### src/design/complementary_pulse_train_sequencer_unit_assert.svh
// Assertion macros shared by the pulse train sequencer RTL.
// Users must have signals named clock and reset in scope for CPTS_ASSERT.
`ifndef COMPLEMENTARY_PULSE_TRAIN_SEQUENCER_UNIT_ASSERT_SVH
`define COMPLEMENTARY_PULSE_TRAIN_SEQUENCER_UNIT_ASSERT_SVH

// Generic form: explicit clock and synchronous reset
`define CPTS_ASSERT_CLK(label, clk, rst, prop, msg) \
   label: assert property (@(posedge clk) disable iff (rst) prop) \
      else $error(msg);

// Local form: uses the module's clock and reset
`define CPTS_ASSERT(label, prop, msg) \
   `CPTS_ASSERT_CLK(label, clock, reset, prop, msg)

`endif

### src/design/cpts_pkg.sv
// Shared types and constants for the complementary pulse train sequencer.
// No dependencies.
`timescale 1ns / 1ps

package cpts_pkg;

   localparam int VALUE_W    = 32;
   localparam int DEADTIME_W = 16;
   localparam int STATUS_W   = 2;
   localparam int REQ_W      = 3;

   localparam logic [DEADTIME_W-1:0] DEADTIME_RESET = 16'd25;

   // request codes
   localparam logic [REQ_W-1:0] REQ_TICK  = 3'd0;
   localparam logic [REQ_W-1:0] REQ_ADD   = 3'd1;
   localparam logic [REQ_W-1:0] REQ_CLEAR = 3'd2;
   localparam logic [REQ_W-1:0] REQ_RUN   = 3'd3;
   localparam logic [REQ_W-1:0] REQ_RESET = 3'd4;

   // response status codes
   localparam logic [STATUS_W-1:0] STATUS_OK   = 2'd0;
   localparam logic [STATUS_W-1:0] STATUS_FULL = 2'd1;
   localparam logic [STATUS_W-1:0] STATUS_BUSY = 2'd2;

   typedef struct packed {
      logic capture;   // latch incoming request
      logic exec;      // execute latched request
      logic load;      // table word is on the RAM output
   } ctl_cmd_type;

   typedef struct packed {
      logic need_load; // execute step started an active phase
   } dp_status_type;

endpackage

### src/design/cpts_req_if.sv
// Request channel of the pulse train sequencer: valid/ready plus payload.
// Depends on cpts_pkg.
`timescale 1ns / 1ps

interface cpts_req_if import cpts_pkg::*; ();
   logic               valid;
   logic               ready;
   logic [REQ_W-1:0]   req_type;
   logic [VALUE_W-1:0] value;

   modport source (output valid, output req_type, output value, input ready);
   modport sink   (input valid, input req_type, input value, output ready);
endinterface

### src/design/cpts_rsp_if.sv
// Response channel of the pulse train sequencer: valid/ready plus payload.
// Depends on cpts_pkg.
`timescale 1ns / 1ps

interface cpts_rsp_if import cpts_pkg::*; #(parameter int COUNT_W = 7) ();
   logic                valid;
   logic                ready;
   logic                positive_pin;
   logic                negative_pin;
   logic                busy_res;
   logic [VALUE_W-1:0]  trains_done;
   logic [COUNT_W-1:0]  pulses_stored;
   logic [STATUS_W-1:0] status;

   modport source (output valid, output positive_pin, output negative_pin,
                   output busy_res, output trains_done, output pulses_stored,
                   output status, input ready);
   modport sink   (input valid, input positive_pin, input negative_pin,
                   input busy_res, input trains_done, input pulses_stored,
                   input status, output ready);
endinterface

### src/design/cpts_ram.sv
// Generic single-write, single-read RAM with registered read data.
// No dependencies.
`timescale 1ns / 1ps

module cpts_ram #(
   parameter int WIDTH = 32,
   parameter int DEPTH = 64
) (
   input  logic                     clock,
   input  logic                     wr_en,
   input  logic [$clog2(DEPTH)-1:0] wr_addr,
   input  logic [WIDTH-1:0]         wr_data,
   input  logic                     rd_en,
   input  logic [$clog2(DEPTH)-1:0] rd_addr,
   output logic [WIDTH-1:0]         rd_data
);

   logic [WIDTH-1:0] mem_ff [DEPTH];
   logic [WIDTH-1:0] rd_data_ff;

   always_ff @(posedge clock) begin
      if (wr_en) begin
         mem_ff[wr_addr] <= wr_data;
      end
      if (rd_en) begin
         rd_data_ff <= mem_ff[rd_addr];
      end
   end

   assign rd_data = rd_data_ff;

endmodule

### src/design/cpts_ctrl.sv
// Sequencing controller: accepts a request, steps the datapath through
// execute and table load, and owns the response valid. Depends on cpts_pkg.
`timescale 1ns / 1ps
`include "complementary_pulse_train_sequencer_unit_assert.svh"

module cpts_ctrl import cpts_pkg::*; (
   input  logic          clock,
   input  logic          reset,
   input  logic          req_valid,
   output logic          req_ready,
   output logic          rsp_valid,
   input  logic          rsp_ready,
   input  dp_status_type dp_status,
   output ctl_cmd_type   cmd
);

   typedef enum logic [1:0] {
      S_IDLE,
      S_EXEC,
      S_LOAD
   } state_type;

   state_type state_ff, state_in;
   logic      rsp_valid_ff, rsp_valid_in;
   logic      out_free;

   // response slot is free now or drains this cycle
   assign out_free = !rsp_valid_ff || rsp_ready;

   always_comb begin
      cmd.capture = (state_ff == S_IDLE) && req_valid;
      cmd.exec    = (state_ff == S_EXEC) && out_free;
      cmd.load    = (state_ff == S_LOAD);
   end

   always_comb begin
      state_in     = state_ff;
      rsp_valid_in = rsp_valid_ff;
      if (rsp_ready) begin
         rsp_valid_in = 1'b0;
      end
      unique case (state_ff)
         S_IDLE: begin
            if (req_valid) begin
               state_in = S_EXEC;
            end
         end
         S_EXEC: begin
            if (out_free) begin
               if (dp_status.need_load) begin
                  state_in = S_LOAD;
               end else begin
                  state_in     = S_IDLE;
                  rsp_valid_in = 1'b1;
               end
            end
         end
         S_LOAD: begin
            state_in     = S_IDLE;
            rsp_valid_in = 1'b1;
         end
         default: begin
            state_in = S_IDLE;
         end
      endcase
   end

   always_ff @(posedge clock) begin
      if (reset) begin
         state_ff     <= S_IDLE;
         rsp_valid_ff <= 1'b0;
      end else begin
         state_ff     <= state_in;
         rsp_valid_ff <= rsp_valid_in;
      end
   end

   // no request is taken while reset is held
   assign req_ready = (state_ff == S_IDLE) && !reset;
   assign rsp_valid = rsp_valid_ff;

   `CPTS_ASSERT(a_rsp_from_finish, $rose(rsp_valid_ff) |-> ($past(state_ff) == S_EXEC || $past(state_ff) == S_LOAD), "response raised outside a finishing step")
   `CPTS_ASSERT(a_load_slot_empty, (state_ff == S_LOAD) |-> !rsp_valid_ff, "table load with response slot occupied")
   `CPTS_ASSERT(a_load_after_exec, cmd.load |-> ($past(cmd.exec) && $past(dp_status.need_load)), "table load without a preceding execute")

endmodule

### src/design/cpts_dp.sv
// Datapath: request latch, deadtime register, duration table, play state
// and response registers. Depends on cpts_pkg and cpts_ram.
`timescale 1ns / 1ps

module cpts_dp import cpts_pkg::*; #(
   parameter int TABLE_DEPTH = 64
) (
   input  logic                               clock,
   input  logic                               reset,
   input  ctl_cmd_type                        cmd,
   output dp_status_type                      dp_status,
   input  logic [REQ_W-1:0]                   req_type,
   input  logic [VALUE_W-1:0]                 req_value,
   input  logic                               csr_write_enable,
   input  logic [DEADTIME_W-1:0]              csr_write_data,
   output logic                               positive_pin,
   output logic                               negative_pin,
   output logic                               busy_res,
   output logic [VALUE_W-1:0]                 trains_done,
   output logic [$clog2(TABLE_DEPTH+1)-1:0]   pulses_stored,
   output logic [STATUS_W-1:0]                status
);

   localparam int CNT_W = $clog2(TABLE_DEPTH + 1);
   localparam int IDX_W = $clog2(TABLE_DEPTH);

   typedef enum logic [1:0] {
      PH_IDLE,
      PH_DEAD,
      PH_ACTIVE
   } phase_type;

   logic [REQ_W-1:0]      req_type_ff;
   logic [VALUE_W-1:0]    req_value_ff;
   logic [DEADTIME_W-1:0] deadtime_ff;

   logic [CNT_W-1:0]   entry_count_ff, entry_count_in;
   logic [IDX_W-1:0]   play_index_ff, play_index_in;
   phase_type          phase_ff, phase_in;
   logic [VALUE_W-1:0] ticks_left_ff, ticks_left_in;
   logic [VALUE_W-1:0] completed_ff, completed_in;
   logic [VALUE_W-1:0] target_ff, target_in;

   logic                positive_pin_ff, negative_pin_ff, busy_res_ff;
   logic [VALUE_W-1:0]  trains_done_ff;
   logic [CNT_W-1:0]    pulses_stored_ff;
   logic [STATUS_W-1:0] status_ff, status_in;

   logic               busy;
   logic               need_load;
   logic               start_entry;
   logic               ram_we;
   logic [CNT_W-1:0]   next_index;
   logic [VALUE_W-1:0] ticks_dec;
   logic [VALUE_W-1:0] dead_ext;
   logic [VALUE_W-1:0] ram_rd_data;
   logic [VALUE_W-1:0] active_ticks;

   cpts_ram #(
      .WIDTH (VALUE_W),
      .DEPTH (TABLE_DEPTH)
   ) u_table (
      .clock   (clock),
      .wr_en   (ram_we),
      .wr_addr (entry_count_ff[IDX_W-1:0]),
      .wr_data (req_value_ff),
      .rd_en   (need_load),
      .rd_addr (play_index_in),
      .rd_data (ram_rd_data)
   );

   assign busy       = (phase_ff != PH_IDLE);
   assign dead_ext   = {{(VALUE_W-DEADTIME_W){1'b0}}, deadtime_ff};
   assign next_index = CNT_W'(play_index_ff) + CNT_W'(1);
   assign ticks_dec  = (ticks_left_ff != '0) ? ticks_left_ff - VALUE_W'(1) : '0;
   // active phase length once the dead interval is taken out, at least one tick
   assign active_ticks = (ram_rd_data > dead_ext) ? ram_rd_data - dead_ext
                                                  : VALUE_W'(1);

   always_comb begin
      entry_count_in = entry_count_ff;
      play_index_in  = play_index_ff;
      phase_in       = phase_ff;
      ticks_left_in  = ticks_left_ff;
      completed_in   = completed_ff;
      target_in      = target_ff;
      status_in      = STATUS_OK;
      need_load      = 1'b0;
      start_entry    = 1'b0;
      ram_we         = 1'b0;

      if (cmd.exec) begin
         case (req_type_ff)
            REQ_TICK: begin
               if (busy) begin
                  ticks_left_in = ticks_dec;
                  if (ticks_dec == '0) begin
                     if (phase_ff == PH_DEAD) begin
                        need_load = 1'b1;
                     end else if (next_index < entry_count_ff) begin
                        play_index_in = next_index[IDX_W-1:0];
                        start_entry   = 1'b1;
                     end else begin
                        completed_in  = completed_ff + VALUE_W'(1);
                        play_index_in = '0;
                        if (completed_in == target_ff) begin
                           phase_in      = PH_IDLE;
                           ticks_left_in = '0;
                        end else begin
                           start_entry = 1'b1;
                        end
                     end
                  end
               end
            end
            REQ_ADD: begin
               if (busy) begin
                  status_in = STATUS_BUSY;
               end else if (entry_count_ff == CNT_W'(TABLE_DEPTH)) begin
                  status_in = STATUS_FULL;
               end else begin
                  ram_we         = 1'b1;
                  entry_count_in = entry_count_ff + CNT_W'(1);
               end
            end
            REQ_CLEAR: begin
               if (busy) begin
                  status_in = STATUS_BUSY;
               end else begin
                  entry_count_in = '0;
               end
            end
            REQ_RUN: begin
               if (busy) begin
                  status_in = STATUS_BUSY;
               end else if (req_value_ff != '0) begin
                  if (entry_count_ff == '0) begin
                     completed_in = completed_ff + req_value_ff;
                  end else begin
                     target_in     = completed_ff + req_value_ff;
                     play_index_in = '0;
                     start_entry   = 1'b1;
                  end
               end
            end
            REQ_RESET: begin
               entry_count_in = '0;
               play_index_in  = '0;
               phase_in       = PH_IDLE;
               ticks_left_in  = '0;
               completed_in   = '0;
               target_in      = '0;
            end
            default: begin
            end
         endcase

         if (start_entry) begin
            if (deadtime_ff != '0) begin
               phase_in      = PH_DEAD;
               ticks_left_in = dead_ext;
            end else begin
               need_load = 1'b1;
            end
         end
      end

      if (cmd.load) begin
         phase_in      = PH_ACTIVE;
         ticks_left_in = active_ticks;
      end
   end

   assign dp_status.need_load = need_load;

   always_ff @(posedge clock) begin
      if (reset) begin
         deadtime_ff    <= DEADTIME_RESET;
         entry_count_ff <= '0;
         play_index_ff  <= '0;
         phase_ff       <= PH_IDLE;
         ticks_left_ff  <= '0;
         completed_ff   <= '0;
         target_ff      <= '0;
      end else begin
         if (csr_write_enable) begin
            deadtime_ff <= csr_write_data;
         end
         entry_count_ff <= entry_count_in;
         play_index_ff  <= play_index_in;
         phase_ff       <= phase_in;
         ticks_left_ff  <= ticks_left_in;
         completed_ff   <= completed_in;
         target_ff      <= target_in;
      end
   end

   // request latch and response payload
   always_ff @(posedge clock) begin
      if (cmd.capture) begin
         req_type_ff  <= req_type;
         req_value_ff <= req_value;
      end
      if (cmd.exec || cmd.load) begin
         positive_pin_ff  <= (phase_in == PH_ACTIVE) && !play_index_in[0];
         negative_pin_ff  <= (phase_in == PH_ACTIVE) && play_index_in[0];
         busy_res_ff      <= (phase_in != PH_IDLE);
         trains_done_ff   <= completed_in;
         pulses_stored_ff <= entry_count_in;
      end
      if (cmd.exec) begin
         status_ff <= status_in;
      end
   end

   assign positive_pin  = positive_pin_ff;
   assign negative_pin  = negative_pin_ff;
   assign busy_res      = busy_res_ff;
   assign trains_done   = trains_done_ff;
   assign pulses_stored = pulses_stored_ff;
   assign status        = status_ff;

endmodule

### src/design/complementary_pulse_train_sequencer_unit.sv
// Complementary pulse train sequencer with deadtime: top level.
// Depends on cpts_pkg, cpts_req_if, cpts_rsp_if, cpts_ctrl, cpts_dp.
//
// req_bus carries one request (tick, add pulse, clear, run, reset) with a
// 32-bit value; rsp_bus returns exactly one response per request holding
// the pin levels, busy flag, trains done, table fill and a status code.
// csr_write_enable/csr_write_data load the 16-bit deadtime; write it only
// while no request is in flight.
// The response is registered by the execute step once the response slot is
// free, or by the table load step that follows when the request begins an
// active phase, since the pulse duration comes through the registered read
// port of the table RAM. Each request finishes before the next is accepted,
// which can be as soon as its response is registered, before it is taken.
// A tick request is one tick of pulse timing.
// Reset: clears the play state, empties the table and sets the deadtime to
// 25; ready stays low while reset is high. The table RAM is not cleared;
// entries past the fill are never read.
// Stalls: a response waits in its output register while rsp_bus.ready is
// low; the next request may be accepted meanwhile but holds in execute
// until the response register drains.
`timescale 1ns / 1ps

module complementary_pulse_train_sequencer_unit import cpts_pkg::*; #(
   parameter int TABLE_DEPTH = 64
) (
   input  logic                  clock,
   input  logic                  reset,
   cpts_req_if.sink              req_bus,
   cpts_rsp_if.source            rsp_bus,
   input  logic                  csr_write_enable,
   input  logic [DEADTIME_W-1:0] csr_write_data
);

   ctl_cmd_type   cmd;
   dp_status_type dp_status;

   cpts_ctrl u_ctrl (
      .clock     (clock),
      .reset     (reset),
      .req_valid (req_bus.valid),
      .req_ready (req_bus.ready),
      .rsp_valid (rsp_bus.valid),
      .rsp_ready (rsp_bus.ready),
      .dp_status (dp_status),
      .cmd       (cmd)
   );

   cpts_dp #(
      .TABLE_DEPTH (TABLE_DEPTH)
   ) u_dp (
      .clock            (clock),
      .reset            (reset),
      .cmd              (cmd),
      .dp_status        (dp_status),
      .req_type         (req_bus.req_type),
      .req_value        (req_bus.value),
      .csr_write_enable (csr_write_enable),
      .csr_write_data   (csr_write_data),
      .positive_pin     (rsp_bus.positive_pin),
      .negative_pin     (rsp_bus.negative_pin),
      .busy_res         (rsp_bus.busy_res),
      .trains_done      (rsp_bus.trains_done),
      .pulses_stored    (rsp_bus.pulses_stored),
      .status           (rsp_bus.status)
   );

endmodule
### src/flat_wrapper.sv
// flat-port wrapper written by rule: the top's interface ports become plain ports
module complementary_pulse_train_sequencer_unit_flat import cpts_pkg::*;
#(
   parameter int TABLE_DEPTH = 64
)
  (clock, reset, csr_write_enable, csr_write_data, req_bus_valid, req_bus_req_type, req_bus_value, req_bus_ready, rsp_bus_valid, rsp_bus_positive_pin, rsp_bus_negative_pin, rsp_bus_busy_res, rsp_bus_trains_done, rsp_bus_pulses_stored, rsp_bus_status, rsp_bus_ready);
  cpts_req_if req_bus_i ();
  cpts_rsp_if rsp_bus_i ();
  input  logic clock;
  input  logic reset;
  input  logic csr_write_enable;
  input  logic [DEADTIME_W-1:0] csr_write_data;
  input wire logic [$bits(req_bus_i.valid)-1:0] req_bus_valid;
  input wire logic [$bits(req_bus_i.req_type)-1:0] req_bus_req_type;
  input wire logic [$bits(req_bus_i.value)-1:0] req_bus_value;
  output wire logic [$bits(req_bus_i.ready)-1:0] req_bus_ready;
  output wire logic [$bits(rsp_bus_i.valid)-1:0] rsp_bus_valid;
  output wire logic [$bits(rsp_bus_i.positive_pin)-1:0] rsp_bus_positive_pin;
  output wire logic [$bits(rsp_bus_i.negative_pin)-1:0] rsp_bus_negative_pin;
  output wire logic [$bits(rsp_bus_i.busy_res)-1:0] rsp_bus_busy_res;
  output wire logic [$bits(rsp_bus_i.trains_done)-1:0] rsp_bus_trains_done;
  output wire logic [$bits(rsp_bus_i.pulses_stored)-1:0] rsp_bus_pulses_stored;
  output wire logic [$bits(rsp_bus_i.status)-1:0] rsp_bus_status;
  input wire logic [$bits(rsp_bus_i.ready)-1:0] rsp_bus_ready;
  assign req_bus_i.valid = req_bus_valid;
  assign req_bus_i.req_type = req_bus_req_type;
  assign req_bus_i.value = req_bus_value;
  assign req_bus_ready = req_bus_i.ready;
  assign rsp_bus_valid = rsp_bus_i.valid;
  assign rsp_bus_positive_pin = rsp_bus_i.positive_pin;
  assign rsp_bus_negative_pin = rsp_bus_i.negative_pin;
  assign rsp_bus_busy_res = rsp_bus_i.busy_res;
  assign rsp_bus_trains_done = rsp_bus_i.trains_done;
  assign rsp_bus_pulses_stored = rsp_bus_i.pulses_stored;
  assign rsp_bus_status = rsp_bus_i.status;
  assign rsp_bus_i.ready = rsp_bus_ready;
  complementary_pulse_train_sequencer_unit #(.TABLE_DEPTH(TABLE_DEPTH)) u_core (.clock(clock), .reset(reset), .req_bus(req_bus_i), .rsp_bus(rsp_bus_i), .csr_write_enable(csr_write_enable), .csr_write_data(csr_write_data));
endmodule
### config.mk
export PLATFORM = sky130hd
export DESIGN_NAME = complementary_pulse_train_sequencer_unit_flat
export DESIGN_NICKNAME = d
export VERILOG_FILES = /design/src/design/cpts_pkg.sv /design/src/design/cpts_req_if.sv /design/src/design/cpts_rsp_if.sv /design/src/design/cpts_ram.sv /design/src/design/cpts_ctrl.sv /design/src/design/cpts_dp.sv /design/src/design/complementary_pulse_train_sequencer_unit.sv /design/src/flat_wrapper.sv
export VERILOG_INCLUDE_DIRS = /design/src /design/src/design
export SDC_FILE = /design/constraint.sdc
export NUM_CORES = 2
export LEC_CHECK = 0
export CORE_MARGIN = 10
export CORE_UTILIZATION = 62
export DETAILED_ROUTE_END_ITERATION = 10
export DONT_BUFFER_PORTS = 1
export HOLD_SLACK_MARGIN = 0.05
export PLACE_DENSITY = 0.78
export SLEW_MARGIN = 20
export SYNTH_ARGS = -nofsm -noshare
export SYNTH_HDL_FRONTEND = slang
export SYNTH_HIERARCHICAL = 1
export SYNTH_SLANG_ARGS = --single-unit
### constraint.sdc
create_clock -name clock -period 14.7 [get_ports clock]
set_input_delay 0 -clock clock [delete_from_list [all_inputs] [get_ports clock]]
set_output_delay 0 -clock clock [all_outputs]
set_load 0.05 [all_outputs]
# Yosys cells after proc, flatten, opt, wreduce, memory -nomap -nowiden

Memory sizes are Yosys's and may differ from the RTL's. A register that Yosys moved wholly into a read port is not among the register bits.
Index checks and enable logic that the tools add are counted.

Eq/ne operators: 15
Reductions and logical operators: 24
Add/sub/neg operators: 6
Muxes and demuxes: 84
$lt $le $gt $ge: 2

Operator list:

| kind                  | number |
|---|---|
| $mux 32               | 22 |
| $pmux 32 s2           | 2 |
| $pmux 32 s3           | 1 |
| $reduce_bool 32->1    | 2 |
| $mux 6                | 8 |
| $add 32x1->32 const B | 1 |
| $add 32x32->32        | 1 |
| $eq 32x32->1          | 1 |
| $gt 32x16->1          | 1 |
| $logic_not 32->1      | 1 |
| $sub 32x1->32 const B | 1 |
| $sub 32x16->32        | 1 |
| $mux 2                | 14 |
| $mux 7                | 4 |
| $mux 1                | 26 |
| $pmux 7 s3            | 1 |
| $pmux 6 s3            | 1 |
| $reduce_bool 16->1    | 1 |
| $pmux 2 s2            | 3 |
| $ne 2x2->1 const B    | 5 |
| $reduce_bool 2->1     | 4 |
| $add 6x1->7 const B   | 1 |
| $add 7x1->7 const B   | 1 |
| $eq 7x7->1 const B    | 1 |
| other kinds (16)      | 27 |

Flip-flop bits (word level): 209
Output and inout port bits: 46
Memories: 1
Input bits: 56
Bits in writable memories: 2,048
Logic and storage cells: 149

Memories:

| memory                     | words | bits a word | read ports | clocked after memory_dff | write ports | line           | source |
|---|---|---|---|---|---|---|---|
| u_core.u_dp.u_table.mem_ff | 64    | 32          | 1          | 1                        | 1           | cpts_ram.sv:18 | `logic [WIDTH-1:0] mem_ff [DEPTH];` |

# Depth between registers and ports, before layout

Depth after elaboration: 14
Gate-level depth with buffers: 24
Depth with buffers taken out: 17

# Cells and area by module

Netlist, hierarchy kept.

By module, submodules not included:

| module    | times used | area an instance (µm²) | cells each | seq. area each (µm²) |
|---|---|---|---|---|
| cpts_ram  | 1          | 78,830.6               | 3,323      | 62,459.9 |
| cpts_dp   | 1          | 15,064.4               | 1,866      | 4,914.7 |
| cpts_ctrl | 1          | 229.0                  | 28         | 60.1 |

# Least setup slack after synthesis

OpenSTA, ideal clock, no wires.

Path kind: flip-flop to flip-flop
From: register u_core.u_dp.ticks_left_ff[0]
To: register u_core.u_dp.u_table.rd_data_ff[13], in the netlist u_core/u_dp/u_table/rd_data[13] (read register of u_core.u_dp.u_table.mem_ff), data pin
Arrival time: 4,684 ps
Required time: 14,444 ps
Path buffers: 5
Stages on the path, launching flop included: 20
Setup slack: 9,759 ps
Period minus slack after synthesis: 4,941 ps
Cells stage by stage: dfxtp_1 buf_2 inv_1 ha_1 nor3b_2 nand4_1 buf_2 nor2_1 mux2i_1 nand2_1 or3_1 nor2_1 a22o_1 buf_2 clkbuf_1 clkbuf_1 mux4_2 mux4_2 o22ai_1 nor2_1

Elaborated cells between the ends (all ways): 18
Those cells by class: add/sub (1); mux (15); reduce/logical (2)

RTL lines:

| element                                                    | line           | source |
|---|---|---|
| start, declared                                            | cpts_dp.sv:40  | `logic [VALUE_W-1:0] ticks_left_ff, ticks_left_in;` |
| start signal, assigned                                     | cpts_dp.sv:192 | `ticks_left_ff <= ticks_left_in;` |
| $sub 32x1->32 / $reduce_bool 32->1 (equally long branches) | cpts_dp.sv:75  | `assign ticks_dec = (ticks_left_ff != '0) ? ticks_left_ff - VALUE_W'(1) : '0;` |
| $mux 32 (*)                                                | cpts_dp.sv:75  |  |
| $logic_not 32->1 (*)                                       | cpts_dp.sv:97  | `if (ticks_dec == '0) begin` |
| $mux 6 (*)                                                 | cpts_dp.sv:97  |  |
| $mux 6 (*)                                                 | cpts_dp.sv:95  | `if (busy) begin` |
| $pmux 6 s3 (*)                                             | cpts_dp.sv:93  | `case (req_type_ff)` |
| $mux 6 (*)                                                 | cpts_dp.sv:92  | `if (cmd.exec) begin` |
| net u_core.u_dp.play_index_in[1]                           | cpts_dp.sv:38  | `logic [IDX_W-1:0] play_index_ff, play_index_in;` |
| end, declared                                              | cpts_ram.sv:19 | `logic [WIDTH-1:0] rd_data_ff;` |

The timed path passes the listed nets; every way through them passes the cells marked *. The select of a mux whose other input is x is not followed.
A chain may end at the register's enable or synchronous reset.

# Final worst setup path

From: register u_core.u_dp.req_value_ff[26]
To: register u_core.u_dp.u_table.rd_data_ff[25], in the netlist u_core/u_dp/u_table/rd_data[25] (read register of u_core.u_dp.u_table.mem_ff), data pin

Elaborated cells between the ends (all ways): 11
Those cells by class: mux (10); reduce/logical (1)

RTL lines:

| element                          | line           | source |
|---|---|---|
| start, declared                  | cpts_dp.sv:34  | `logic [VALUE_W-1:0] req_value_ff;` |
| start signal, assigned           | cpts_dp.sv:202 | `req_value_ff <= req_value;` |
| $reduce_bool 32->1               | cpts_dp.sv:136 | `end else if (req_value_ff != '0) begin` |
| $mux 6                           | cpts_dp.sv:136 |  |
| $mux 6                           | cpts_dp.sv:134 | `if (busy) begin` |
| $pmux 6 s3                       | cpts_dp.sv:93  |  |
| $mux 6                           | cpts_dp.sv:92  |  |
| net u_core.u_dp.play_index_in[0] | cpts_dp.sv:38  |  |

The timed path passes the listed nets, and every way through them passes these cells. The select of a mux whose other input is x is not followed.

==> results.toml <==
[sta]
max-slew-margin-rel_pct = 26.68
period_needed_ns = 8.443
final_critical_path_share_of_the_clock_period_pct = 57.43
rsz0062_at_grt = "no"
setup_viol = 0
timing_hold_violations_final = 0
setup_slack_ns = 6.257
clock_skew_ns = 0.06474
fmax_ghz = 0.1184
drv_slew = 0
timing.setup.tns_ns = 0
max_slew.worst_pin.slew_ns = 1.096

[final_layout]
multi_input_area_um2 = 25600
fillers = 8846
share_of_post_route_cells_with_drive_strength_above_1_pct = 20.81
finalNetCount = 5538
final_util_pct = 70.22
area.sequential_um2 = 67430
area_growth_pct = 12.14

[run]
timing.max_cap.violations = 0

[power_and_ir_drop]
worst_ir_drop_vdd_v = 0.0001604
finalPower_mw = 13.59
static-leakage-power_nw = 32.59
p_per_area_nw_per_um2 = 128.8

[synthesis]
yosysMostFrequentCell = "sky130_fd_sc_hd__edfxtp_1"
number_of_warning_messages_in_the_yosys_log = 6
post_synth_edffs = 2159
synth_seq_area_share_pct = 71.64
syn-num-nets = 5337
synth.ff_latch_count = 2289
async_flop_share_pct = 0
post-synth-top-area-fraction_pct = 68.88
synthTopCellsByArea = "sky130_fd_sc_hd__edfxtp_1, sky130_fd_sc_hd__mux4_2, sky130_fd_sc_hd__dfxtp_1"
ys.flop_type = "sky130_fd_sc_hd__edfxtp_1"
synth.cell_area_um2 = 94120
netlist_instances = 5217
synth.largest_area_cell = "sky130_fd_sc_hd__edfxtp_1"
synth.cells.most_frequent = "sky130_fd_sc_hd__edfxtp_1, sky130_fd_sc_hd__mux4_2, sky130_fd_sc_hd__nor2_1"
syn-mean-instance-area_um2 = 18.04
synth_cell_types = 102

[placement]
gp_congestion = 0.9542
buffer_ports.inserted = 0
place_hpwl_um = 146300
pre_cts_slack_ns = 6.281

[worst_setup_path]
setup.worst_path.class = "reg2reg"
timing.critical_path.to_type = "register"
worst_ep_required_time_ns = 15.29
cp_data_arrival_time_ns = 9.03
crit_path_max_fanout = 103
cells_along_the_critical_path = "buf_4 > nor4_1 > nand4_1 > o21ai_0 > nor2b_1 > o21ai_0 > nor4_1 > nor3b_1 > a21oi_1 > inv_8 > buf_12 > buf_4 > nand3b_1 > o221ai_1 > a21oi_1 > a21oi_1 > nor2_1"
worst_path_most_repeated_cell = "sky130_fd_sc_hd__a21oi_1"
timing.critical_path.slowest_stage_cell = "sky130_fd_sc_hd__o21ai_0"
reg2regPathDepth = 17
critPathMaxStageDelay_ns = 0.72
cp-start-kind = "register"

[route]
drtPass1Iterations = 8
detail_route.iter0.violations = 8486
drt-vias-per-instance = 7.213
vias = 55044
wire_per_inst_um = 36.33
final_antenna_net_count = 0
detail_route.drc_violations = 0
finalWirelength_um = 277200

[floorplanning]
row_count = 142
chipHeight_um = 409.6
die_area_um2 = 167800
dieWidth_um = 409.6
initial_utilization_pct = 62.62
floorplan.io_pins = 102
core_area_um2 = 150300

[grt]
global_route.usage.total_pct = 32.94
gr-total-overflow = 0
grt_pass1_vias = 54512
grt_first_pass_wirelength_um = 398500
grt_antenna_before_repair = 5
grt_start_max_net_pins = 114

[clock_network]
ctsRootBufferMaster = "sky130_fd_sc_hd__clkbuf_16"
cts_tree = "done"
clk_path_buf_depth = 3
cts-buffers-inserted = 217
cts_resized = 0
htree_num_levels = 4
worst_skew_pair.late_latency_ns = 0.88
clkSinkCount = 2289
clkSlewWorstSetupHoldPaths_ns = 0.06

[outcome]
result_of_the_run = "complete, no violations"

[hold_path]
min-delay-path-class = "in2reg"
whs_path_depth = 4
[cells in the final DEF, fill, tap and decap left out, types with 46 or more instances in the layout]
master / netlist / routed
sky130_fd_sc_hd__edfxtp_1: 2159 / 2159
sky130_fd_sc_hd__mux4_2: 544 / 544
sky130_fd_sc_hd__nor2_1: 351 / 286
sky130_fd_sc_hd__clkbuf_16: 0 / 219
sky130_fd_sc_hd__a21oi_1: 181 / 180
sky130_fd_sc_hd__nand2_1: 175 / 174
sky130_fd_sc_hd__buf_4: 30 / 155
sky130_fd_sc_hd__dfxtp_1: 130 / 130
sky130_fd_sc_hd__dlygate4sd3_1: 0 / 124
sky130_fd_sc_hd__mux2i_1: 122 / 122
sky130_fd_sc_hd__o21ai_0: 101 / 100
sky130_fd_sc_hd__nand3_1: 89 / 89
sky130_fd_sc_hd__o22ai_1: 85 / 85
sky130_fd_sc_hd__ha_1: 62 / 62
sky130_fd_sc_hd__nor2_4: 0 / 62
sky130_fd_sc_hd__xnor2_1: 61 / 61
sky130_fd_sc_hd__nor3_1: 62 / 60
sky130_fd_sc_hd__a22oi_1: 60 / 60
sky130_fd_sc_hd__inv_1: 58 / 56
sky130_fd_sc_hd__nor4_1: 50 / 50
sky130_fd_sc_hd__xor2_1: 49 / 49
sky130_fd_sc_hd__clkinv_2: 0 / 48
sky130_fd_sc_hd__a31oi_1: 46 / 46
[power by group]
| group | leakage [nW] | switching, mW | internal, mW |
|---|---|---|---|
| registers | 20.5 | 0.102 | 7.22 |
| clock network | 3.49 | 2.52 | 3.17 |
| logic | 8.59 | 0.415 | 0.163 |
| total | 32.6 | 3.04 | 10.6 |
[final timing paths]
check	to	from	slack, ns
setup / recovery	u_core/u_dp/u_table/rd_data[25]	u_core/u_dp/req_value_ff[26]	6.26
hold / removal	u_core/u_ctrl/state_ff[0]	rsp_bus_ready	0.14
setup reg to reg	u_core/u_dp/u_table/rd_data[25]	u_core/u_dp/req_value_ff[26]	6.26
hold reg to reg	u_core/u_dp/target_ff[2]	u_core/u_dp/target_ff[2]	0.51
[area by class of cell]
cell class / instances / share of cell area (%)
clock inverters: 142 / 1.450
inverters: 61 / 0.2252
well taps: 2016 / 2.390
repair buffers: 285 / 2.399
flip-flops and latches: 2289 / 63.89
diodes: 8 / 0.01897
clock buffers: 266 / 5.378
multi-input cells: 2564 / 24.25
[registers in the layout, summed over array words and instances (netlist names), 16 cells and up]
register / count
u_core/u_dp/u_table/mem_ff: 2048
u_core/u_dp/completed_ff: 32
u_core/u_dp/req_value_ff: 32
u_core/u_dp/target_ff: 32
u_core/u_dp/ticks_left_ff: 32
u_core/u_dp/trains_done: 32
u_core/u_dp/u_table/rd_data: 32
u_core/u_dp/deadtime_ff: 16
[worst max-delay path, delay by kind of cell, from the launching register on]
kind                   cells  cell delay (ns)
buffers and inverters      4             2.26
DFF                        1             0.66
AOI/OAI and AO/OA          6             2.98
and+or+nand+nor            7             2.03
[logic make-up (layout without fill, tap and decap cells)]
family	after synthesis	after routing	share of synthesized area, %
mux	672	672	14.39
compound gates	731	731	5.154
flops	2289	2289	71.64
other cells	0	8	0
xor+xnor	111	111	1.049
fa+ha+maj	64	64	0.8667
buf+inv	364	754	1.741
simple gates	986	986	5.159
[through the flow]
stage          hold WS [ns]  instances  area, um^2
2_1_floorplan       0.06941       5217       94120
3_3_place_gp        0.08636       7090       97050
3_5_place_dp        0.08829       7090       97050
4_1_cts             0.08613       7623      105500
5_1_grt              0.1615       7623      105500
6_report             0.1373       7631      105600
[what timing repair did]
action | CTS | global route
buffers inserted | 0 | 0
endpoints found under the hold margin | 202 | 0
hold buffers | 125 | 0
setup endpoints to repair | 0 | 0
[layer usage]
metal / wire length [um] / global-route usage [%]
met5: 14 / 0
met4: 19490 / 18.34
met3: 36700 / 8.704
met2: 129200 / 51.26
met1: 91840 / 42.51
(Power assumes the default switching activity.)
